[src/hbd_pkg.sv]
// shared types, constants and helper functions for the http body deframer
// no dependencies; imported by every module of the block

package hbd_pkg;

  localparam int SIZE_BITS = 32;
  localparam int CNT_W     = 32;
  localparam int REM_W     = (SIZE_BITS > CNT_W) ? SIZE_BITS : CNT_W;
  localparam int TDATA_W   = 48;

  localparam logic [7:0] CHAR_CR = 8'h0D;
  localparam logic [7:0] CHAR_LF = 8'h0A;

  // configuration register indexes
  localparam logic REG_BODY_MODE   = 1'b0;
  localparam logic REG_BODY_LENGTH = 1'b1;

  localparam logic MODE_LENGTH  = 1'b0;
  localparam logic MODE_CHUNKED = 1'b1;

  typedef enum logic [3:0] {
    PH_SIZE = 4'b0001,
    PH_DATA = 4'b0010,
    PH_SKIP = 4'b0100,
    PH_DONE = 4'b1000
  } phase_t;

  typedef struct packed {
    logic [7:0]       body_byte;
    logic             byte_valid;
    logic             body_done;
    logic [CNT_W-1:0] total_bytes;
    logic             size_error;
  } result_t;

  // {is_hex, nibble}
  function automatic logic [4:0] hex_digit(input logic [7:0] c);
    logic [4:0] r;
    r = 5'd0;
    if (c inside {[8'h30:8'h39]}) begin
      r = {1'b1, c[3:0]};
    end else if (c inside {[8'h41:8'h46], [8'h61:8'h66]}) begin
      r = {1'b1, c[3:0] + 4'd9};
    end
    return r;
  endfunction

  function automatic logic is_blank(input logic [7:0] c);
    return c inside {[8'h09:8'h0D], 8'h20};
  endfunction

endpackage

[src/hbd_core.sv]
// per-byte decode: configuration registers, body state and the result of each beat
// depends on hbd_pkg

module hbd_core
  import hbd_pkg::*;
(
  input  logic             clk,
  input  logic             rst,
  input  logic             cfg_fire,
  input  logic             cfg_index,
  input  logic [31:0]      cfg_data,
  input  logic             in_fire,
  input  logic [7:0]       data_byte,
  input  logic             new_message,
  output logic             res_valid,
  output result_t          res
);

  logic             body_mode;
  logic [CNT_W-1:0] body_length;

  phase_t               phase, phase_next;
  logic [REM_W-1:0]     bytes_remaining, bytes_remaining_next;
  logic [SIZE_BITS-1:0] size_accumulator, size_accumulator_next;
  logic                 digits_closed, digits_closed_next;
  logic                 digits_started, digits_started_next;
  logic                 previous_was_cr, previous_was_cr_next;
  logic [1:0]           skip_count, skip_count_next;
  logic [CNT_W-1:0]     delivered_count, delivered_count_next;
  logic                 overflow_seen, overflow_seen_next;

  always_ff @(posedge clk) begin
    if (rst) begin
      body_mode   <= MODE_CHUNKED;
      body_length <= '0;
    end else if (cfg_fire) begin
      case (cfg_index)
        REG_BODY_MODE:   body_mode <= cfg_data[0];
        REG_BODY_LENGTH: body_length <= cfg_data[CNT_W-1:0];
        default: ;
      endcase
    end
  end

  always_comb begin
    logic [REM_W-1:0] rem;
    logic [4:0]       hx;
    logic             do_deliver;

    phase_next            = phase;
    bytes_remaining_next  = bytes_remaining;
    size_accumulator_next = size_accumulator;
    digits_closed_next    = digits_closed;
    digits_started_next   = digits_started;
    previous_was_cr_next  = previous_was_cr;
    skip_count_next       = skip_count;
    delivered_count_next  = delivered_count;
    overflow_seen_next    = overflow_seen;
    do_deliver            = 1'b0;
    rem                   = bytes_remaining;
    hx                    = hex_digit(data_byte);
    res_valid             = 1'b0;
    res.body_byte         = 8'd0;
    res.byte_valid        = 1'b0;
    res.body_done         = 1'b0;

    // a new message starts from a cleared body
    if (new_message) begin
      phase_next            = PH_SIZE;
      rem                   = '0;
      size_accumulator_next = '0;
      digits_closed_next    = 1'b0;
      digits_started_next   = 1'b0;
      previous_was_cr_next  = 1'b0;
      skip_count_next       = 2'd0;
      delivered_count_next  = '0;
      overflow_seen_next    = 1'b0;
    end
    bytes_remaining_next = rem;

    case (phase_next)
      PH_DATA: do_deliver = 1'b1;
      PH_SKIP: begin
        if (skip_count_next != 2'd0) skip_count_next = skip_count_next - 2'd1;
        if (skip_count_next == 2'd0) begin
          phase_next            = PH_SIZE;
          size_accumulator_next = '0;
          digits_closed_next    = 1'b0;
          digits_started_next   = 1'b0;
          previous_was_cr_next  = 1'b0;
        end
      end
      PH_DONE: ;
      PH_SIZE: begin
        if (body_mode == MODE_LENGTH) begin
          size_accumulator_next = '0;
          digits_closed_next    = 1'b0;
          digits_started_next   = 1'b0;
          previous_was_cr_next  = 1'b0;
          rem                   = REM_W'(body_length);
          bytes_remaining_next  = rem;
          if (body_length == '0) begin
            phase_next    = PH_DONE;
            res_valid     = 1'b1;
            res.body_done = 1'b1;
          end else begin
            phase_next = PH_DATA;
            do_deliver = 1'b1;
          end
        end else if (previous_was_cr_next && data_byte == CHAR_LF) begin
          // a restart clears the cr flag, so the accumulator here is the line's own
          size_accumulator_next = '0;
          digits_closed_next    = 1'b0;
          digits_started_next   = 1'b0;
          previous_was_cr_next  = 1'b0;
          if (size_accumulator == '0) begin
            phase_next    = PH_DONE;
            res_valid     = 1'b1;
            res.body_done = 1'b1;
          end else begin
            bytes_remaining_next = REM_W'(size_accumulator);
            phase_next           = PH_DATA;
          end
        end else begin
          previous_was_cr_next = (data_byte == CHAR_CR);
          if (!digits_closed_next) begin
            if (hx[4]) begin
              digits_started_next = 1'b1;
              // saturate once a further digit would shift ones out of the top
              if (size_accumulator_next[SIZE_BITS-1 -: 4] != 4'd0) begin
                size_accumulator_next = '1;
                overflow_seen_next    = 1'b1;
              end else begin
                size_accumulator_next = {size_accumulator_next[SIZE_BITS-5:0], hx[3:0]};
              end
            end else if (!(is_blank(data_byte) && !digits_started_next)) begin
              digits_closed_next = 1'b1;
            end
          end
        end
      end
      default: ;
    endcase

    if (do_deliver) begin
      if (delivered_count_next != '1) delivered_count_next = delivered_count_next + 1'b1;
      if (rem != '0) rem = rem - 1'b1;
      bytes_remaining_next = rem;
      res_valid            = 1'b1;
      res.body_byte        = data_byte;
      res.byte_valid       = 1'b1;
      if (rem == '0) begin
        if (body_mode != MODE_LENGTH) begin
          phase_next      = PH_SKIP;
          skip_count_next = 2'd2;
        end else begin
          phase_next    = PH_DONE;
          res.body_done = 1'b1;
        end
      end
    end

    res.total_bytes = delivered_count_next;
    res.size_error  = overflow_seen_next;
  end

  always_ff @(posedge clk) begin
    if (rst) begin
      phase            <= PH_SIZE;
      bytes_remaining  <= '0;
      size_accumulator <= '0;
      digits_closed    <= 1'b0;
      digits_started   <= 1'b0;
      previous_was_cr  <= 1'b0;
      skip_count       <= 2'd0;
      delivered_count  <= '0;
      overflow_seen    <= 1'b0;
    end else if (in_fire) begin
      phase            <= phase_next;
      bytes_remaining  <= bytes_remaining_next;
      size_accumulator <= size_accumulator_next;
      digits_closed    <= digits_closed_next;
      digits_started   <= digits_started_next;
      previous_was_cr  <= previous_was_cr_next;
      skip_count       <= skip_count_next;
      delivered_count  <= delivered_count_next;
      overflow_seen    <= overflow_seen_next;
    end
  end

endmodule

[src/hbd_out_stage.sv]
// result register with a skid entry so the input can take one further result while the receiver stalls
// depends on hbd_pkg

module hbd_out_stage
  import hbd_pkg::*;
(
  input  logic    clk,
  input  logic    rst,
  input  logic    in_valid,
  output logic    in_ready,
  input  result_t in_data,
  output logic    out_valid,
  input  logic    out_ready,
  output result_t out_data
);

  logic    main_valid;
  result_t main_data;
  logic    skid_valid;
  result_t skid_data;
  logic    in_fire;

  assign in_ready  = !skid_valid;
  assign in_fire   = in_valid && in_ready;
  assign out_valid = main_valid;
  assign out_data  = main_data;

  always_ff @(posedge clk) begin
    if (rst) begin
      main_valid <= 1'b0;
      skid_valid <= 1'b0;
    end else if (out_ready || !main_valid) begin
      if (skid_valid) begin
        main_valid <= 1'b1;
        skid_valid <= 1'b0;
      end else begin
        main_valid <= in_fire;
      end
    end else if (in_fire) begin
      skid_valid <= 1'b1;
    end
  end

  always_ff @(posedge clk) begin
    if (out_ready || !main_valid) begin
      main_data <= skid_valid ? skid_data : in_data;
    end else if (in_fire) begin
      skid_data <= in_data;
    end
  end

endmodule

[src/http_body_deframer.sv]
// http body deframer: takes body bytes, passes on payload bytes in length or chunked mode
// depends on hbd_pkg, hbd_core and hbd_out_stage
//
// usage:
//   s_* carries one received body byte per beat; s_tuser set restarts decoding
//   with that byte as the first body byte. m_* carries at most one result per
//   input beat: m_tuser says whether the beat holds a payload byte, m_tlast
//   marks the last result of the body. cfg_* writes body_mode (index 0) and
//   the body length (index 1); cfg_ready is always high. the user must write them
//   only while the block is idle; the block itself does not enforce this. results
//   are registered. throughput: one byte per cycle while s_tready is high; the
//   state update and hex shift-add of one byte sit between the state registers
//   and the result register. when the receiver stalls, one further result is held
//   in a skid entry and s_tready then drops until the result register drains.
//   reset clears the body state to the size line phase, selects chunked mode,
//   sets the body length to zero and empties the result register.

module http_body_deframer
  import hbd_pkg::*;
(
  input  logic               clk,
  input  logic               rst,
  input  logic               s_tvalid,
  output logic               s_tready,
  input  logic [7:0]         s_tdata,   // [7:0] data_byte
  input  logic               s_tuser,   // [0] new_message
  output logic               m_tvalid,
  input  logic               m_tready,
  output logic [TDATA_W-1:0] m_tdata,   // [7:0] body_byte, [39:8] total_bytes, [40] size_error
  output logic               m_tuser,   // [0] byte_valid
  output logic               m_tlast,   // body_done
  input  logic               cfg_valid,
  output logic               cfg_ready,
  input  logic               cfg_index,
  input  logic [31:0]        cfg_data
);

  logic    in_fire;
  logic    res_valid;
  result_t res;
  result_t out_res;

  assign cfg_ready = 1'b1;
  assign in_fire   = s_tvalid && s_tready;

  hbd_core u_core (
    .clk         (clk),
    .rst         (rst),
    .cfg_fire    (cfg_valid && cfg_ready),
    .cfg_index   (cfg_index),
    .cfg_data    (cfg_data),
    .in_fire     (in_fire),
    .data_byte   (s_tdata),
    .new_message (s_tuser),
    .res_valid   (res_valid),
    .res         (res)
  );

  hbd_out_stage u_out (
    .clk       (clk),
    .rst       (rst),
    .in_valid  (in_fire && res_valid),
    .in_ready  (s_tready),
    .in_data   (res),
    .out_valid (m_tvalid),
    .out_ready (m_tready),
    .out_data  (out_res)
  );

  assign m_tdata = {{(TDATA_W - CNT_W - 9){1'b0}}, out_res.size_error,
                    out_res.total_bytes, out_res.body_byte};
  assign m_tuser = out_res.byte_valid;
  assign m_tlast = out_res.body_done;

  a_reset_empty: assert property (@(posedge clk) rst |=> !m_tvalid)
    else $error("result present right after reset");

  a_empty_is_last: assert property (@(posedge clk) disable iff (rst)
    m_tvalid && !m_tuser |-> m_tlast)
    else $error("result without payload byte is not the end of a body");

  a_empty_is_zero: assert property (@(posedge clk) disable iff (rst)
    m_tvalid && !m_tuser |-> m_tdata[7:0] == 8'd0)
    else $error("result without payload byte carries a nonzero byte");

endmodule

[config.mk]
export PLATFORM = sky130hd
export DESIGN_NAME = http_body_deframer
export DESIGN_NICKNAME = d
export VERILOG_FILES = /design/src/hbd_pkg.sv /design/src/hbd_core.sv /design/src/hbd_out_stage.sv /design/src/http_body_deframer.sv
export SDC_FILE = /design/constraint.sdc
export NUM_CORES = 1
export LEC_CHECK = 0
export BUFFER_PORTS_ARGS = -buffer_cell sky130_fd_sc_hd__buf_2
export CAP_MARGIN = 20
export CORE_MARGIN = 4
export CORE_UTILIZATION = 55
export DETAILED_ROUTE_END_ITERATION = 10
export PLACE_DENSITY = 0.72
export SYNTH_ARGS = -nofsm -noshare
export SYNTH_HDL_FRONTEND = slang
export SYNTH_SLANG_ARGS = --single-unit
[constraint.sdc]
create_clock -name clk -period 7.23 [get_ports clk]
set_input_delay 0.3615 -clock clk [delete_from_list [all_inputs] [get_ports clk]]
set_output_delay 0.3615 -clock clk [all_outputs]
set_load 0.05 [all_outputs]
==> summary by stage <==
Layout
The number of cells in the finished layout apart from fillers is around 1800. The area growth from synthesis to layout is 11.4%. Cells with a size suffix above 1 make up a little over an eighth of the layout.

The number of antenna diodes in the final layout is 0. The count of filler cells inserted in the layout is 1916. The final net count is 1590.

Clock tree
Clock-pin slew was measured on the worst setup and hold paths at 0.06 ns. Clock tree synthesis inserted a total of 26 buffers. The root cell of the clock tree is sky130_fd_sc_hd__clkbuf_16. The CTS tree is done. The clock latency of the later-clocked register in the worst-skew pair is ~0.54 ns. Post-CTS timing repair inserted 0 buffers for setup. The maximum level of the CTS H-tree is 1.

Gates resized during post-CTS repair numbered 0. The number of hold buffers added after CTS was 0. The maximum count of clock buffers along a single path is 3.

For this design, the sink count on the clock tree is 227.

Drt
The initial DRC count is 1148. In the routed layout, each cell is associated on average with a via count of 6.38. In this run the remaining antenna-violating nets after routing total 0. Dividing the detail-routed wire length by the instance count gives around 21 um.

In the routed design, unresolved DRC markers number 0. Before antenna repair, the detailed router went through 5 iterations. Wires add up to a little under 40000 um. Summing over every cut layer, the via total after detailed routing is 11711.

Synthesis
The share of the Yosys chip area taken by registers is 43.3%. Averaged over all synthesized cells, the footprint is 8.34 sq um. The synthesized instance count is 1499. The dominant synthesized flop cell is sky130_fd_sc_hd__dfxtp_1. After synthesis, the share of flip-flops with an asynchronous set or reset is 0%. Yosys mapped the design onto 80 distinct sky130hd cell types.

The count of synthesis-stage warnings from yosys is 0. In this run, synthesis produced a sequential element count of about 230. The number of flops mapped to enable cells by yosys is 86. The netlist area before placement is 0.0125 sq mm.

Floorplanning
The core area is roughly 0.022 sq mm. The floorplan step set the die height to 159 um. The floorplan row count is 54. The initial standard-cell utilization of the core is 56.6%. The die is 159 um wide. For this design the top-level I/O count stands at 100.

The die covers approximately 0.025 sq mm.

Global routing
The first global-routing pass estimated a little over 60000 um of wire. The aggregate global-route resource usage is 29.5%. The number of antenna violations at the first check in global routing is 0. The number of global-route vias before repair is ~11000. The overflow left after global routing is 0. Entering global routing, the biggest net connects 77 pins.

Timing
Setup repair after global routing left no endpoint under its margin. The post-route minimum period is 5.18 ns. The share of the cycle needed by the critical path after routing is 71.7%. Setup total negative slack on the finished layout was measured at 0 ns.

The count of endpoints failing hold in the final timing report is 0. Setup violations remaining at the end of the flow were counted as 0. The timing-limited maximum frequency is ~0.19 GHz. Clock skew on the completed layout was measured at roughly 0.023 ns.

Hold is met by between 0.05 and 0.06 ns. The max-slew headroom at the worst pin is 30.7%. The final-report max-slew violation count came to 0.

For the pin with the worst max-slew slack, the measured transition is 1.04 ns.

Job
The total of max-cap violations is 0.

Place
The number of placed instances, taps included, is 1786. Input and output buffers added on the ports amount to between 90 and 100. The estimated wirelength of the detail-placed design is 27400 um. Routability-driven placement finished with a final weighted congestion of 1.00.

Worst setup path
Data on the critical path is required at its endpoint by 7.64 ns. Data on the critical path arrives at its endpoint at 5.60 ns. The kind of start point of the critical path is a flip-flop. The critical path is of the flip-flop to flip-flop type. Of all nets on the critical path, the largest fanout is 37. STA classifies the critical path endpoint as a flip-flop.

Power
VDD sags by at most about 0.18 mV. For this design the ratio of total power to cell area is ~240 mW/mm^2. The cell leakage power is 5.20 nW.

Status
The run finished with clean final reports.

Worst hold path
The worst min-delay path class is primary input to flip-flop.
where the power goes:
part | internal [mW] | total, mW | switching (mW)
registers | 1.36 | 1.40 | 0.0415
clock network | 0.772 | 1.30 | 0.529
logic | 0.190 | 0.592 | 0.402
total | 2.32 | 3.29 | 0.973
kinds of logic after synthesis:
logic type / count (synthesis) / share of synthesized area (%)
mux: 32 / 2.78
compound gates: 423 / 21.1
fa+ha+maj: 7 / 0.701
simple gates: 622 / 23.6
other cells: 2 / 0.0601
buf+inv: 126 / 4.32
xor+xnor: 60 / 4.21
flops: 227 / 43.3
synthesized netlist by cell type, drive strengths merged (3+ instances only):
cell type / n / area share, %
or3: 19 / 0.99
nand4b: 8 / 0.56
edfxtp: 86 / 21
xor2: 27 / 1.9
a31oi: 7 / 0.35
ha: 7 / 0.70
o2111ai: 4 / 0.42
buf: 27 / 1.3
o32ai: 3 / 0.27
o211ai: 14 / 0.88
a221oi: 4 / 0.28
nand3: 35 / 1.4
a211oi: 19 / 1.1
and2: 14 / 0.70
nor2: 149 / 4.5
o2bb2ai: 3 / 0.21
nand2: 236 / 7.1
a21o: 4 / 0.24
nand4: 15 / 0.75
o21ai: 86 / 3.5
o221ai: 8 / 0.61
a22oi: 17 / 1.0
o31ai: 24 / 1.4
o22ai: 35 / 1.8
nor3: 49 / 2.0
or4: 7 / 0.42
a21oi: 167 / 6.8
nor4: 24 / 1.3
nor3b: 9 / 0.54
mux2i: 10 / 0.80
a22o: 10 / 0.70
xnor2: 33 / 2.3
mux2: 22 / 2.0
dfxtp: 141 / 23
nor2b: 21 / 1.1
nand2b: 5 / 0.25
and4: 5 / 0.35
inv: 12 / 0.36
clkbuf: 86 / 2.6
and3: 17 / 0.85
nor4b: 3 / 0.33
final timing paths:
path,from,end,slack [ns],depth (start not counted)
worst max-delay path,u_core.body_mode,u_out.out_data[33],2.05,18
worst max register to register,u_core.body_mode,u_out.out_data[33],2.05,18
worst min register to register,u_core.overflow_seen,u_core.overflow_seen,0.47,2
worst min-delay path,cfg_data[11],u_core.body_length[11],0.05,3
placed cells by master, fill, tap and decap left out, types with 25 or more instances in the layout:
cell | Yosys | layout
sky130_fd_sc_hd__buf_2 | 2 | 89
sky130_fd_sc_hd__clkbuf_16 | 0 | 26
sky130_fd_sc_hd__nand2_1 | 235 | 234
sky130_fd_sc_hd__xnor2_1 | 33 | 33
sky130_fd_sc_hd__xor2_1 | 27 | 27
sky130_fd_sc_hd__dfxtp_1 | 141 | 140
sky130_fd_sc_hd__o22ai_1 | 34 | 34
sky130_fd_sc_hd__nor3_1 | 47 | 46
sky130_fd_sc_hd__buf_4 | 9 | 25
sky130_fd_sc_hd__edfxtp_1 | 86 | 86
sky130_fd_sc_hd__a21oi_1 | 165 | 165
sky130_fd_sc_hd__nor2_1 | 148 | 148
sky130_fd_sc_hd__nand3_1 | 34 | 34
sky130_fd_sc_hd__o21ai_0 | 83 | 83
per-layer routing:
| metal | vias to the layer above | GRT usage [%] | part of all wire, % |
|---|---|---|---|
| met4 | 0 | 10.5 | 3.8 |
| met5 | - | 0 | 0 |
| li1 | 5526 | - | - |
| met1 | 5584 | 41.2 | 43 |
| met2 | 505 | 47.1 | 46 |
| met3 | 96 | 4.17 | 7.2 |
final cells by class:
class / count / area, sq um / area share [%]
Clock inverter: 13 / 141 / 1.02
Tap cell: 280 / 350 / 2.52
Clock buffer: 35 / 718 / 5.16
Inverter: 13 / 48.8 / 0.351
Multi-Input combinational cell: 1152 / 6600 / 47.4
Sequential cell: 227 / 5410 / 38.8
Timing Repair Buffer: 116 / 656 / 4.71
registers in the layout, indices dropped and copies added, names as in the netlist:
| signal | count |
|---|---|
| u_core.size_accumulator | 32 |
| u_core.delivered_count | 32 |
| u_out.out_valid | 1 |
| u_core.body_mode | 1 |
| u_core.digits_closed | 1 |
| u_core.overflow_seen | 1 |
| u_core.previous_was_cr | 1 |
| u_out.out_data | 43 |
| u_core.skip_count | 2 |
| u_core.phase | 4 |
| u_core.digits_started | 1 |
| u_out.skid_data | 43 |
| u_out.skid_valid | 1 |
| u_core.bytes_remaining | 32 |
| u_core.body_length | 32 |
metrics by stage:
stage | instance area (sq um) | setup WS [ns] | util, % | power [mW]
3_3_place_gp | 13000 | 2.34 | 59.0 | 2.00
2_1_floorplan | 12500 | 1.89 | - | 1.84
3_5_place_dp | 13000 | 2.12 | 59.0 | 2.00
6_report | 13900 | 2.05 | 63.0 | 3.29
5_1_grt | 13900 | 1.68 | 63.0 | 3.42
4_1_cts | 13900 | 2.10 | 62.9 | 3.30
critical path, cell delays in order, from the launching register on:
cell and delay (ns):
sky130_fd_sc_hd__dfxtp_1 0.30, sky130_fd_sc_hd__buf_4 0.26, sky130_fd_sc_hd__inv_1 0.38, sky130_fd_sc_hd__a21oi_1 0.25, sky130_fd_sc_hd__buf_4 0.28, sky130_fd_sc_hd__a22o_1 0.24, sky130_fd_sc_hd__inv_1 0.10, sky130_fd_sc_hd__ha_1 0.17
sky130_fd_sc_hd__inv_1 0.04, sky130_fd_sc_hd__a31oi_1 0.26, sky130_fd_sc_hd__o2111ai_4 0.26, sky130_fd_sc_hd__or3_4 0.56, sky130_fd_sc_hd__o21ai_0 0.48, sky130_fd_sc_hd__nor2_1 0.11, sky130_fd_sc_hd__xnor2_1 0.16, sky130_fd_sc_hd__nor4b_1 0.49
sky130_fd_sc_hd__nand3_2 0.22, sky130_fd_sc_hd__o221ai_2 0.27, sky130_fd_sc_hd__mux2_2 0.20
No activity file was read; power rests on OpenSTA's default activity.
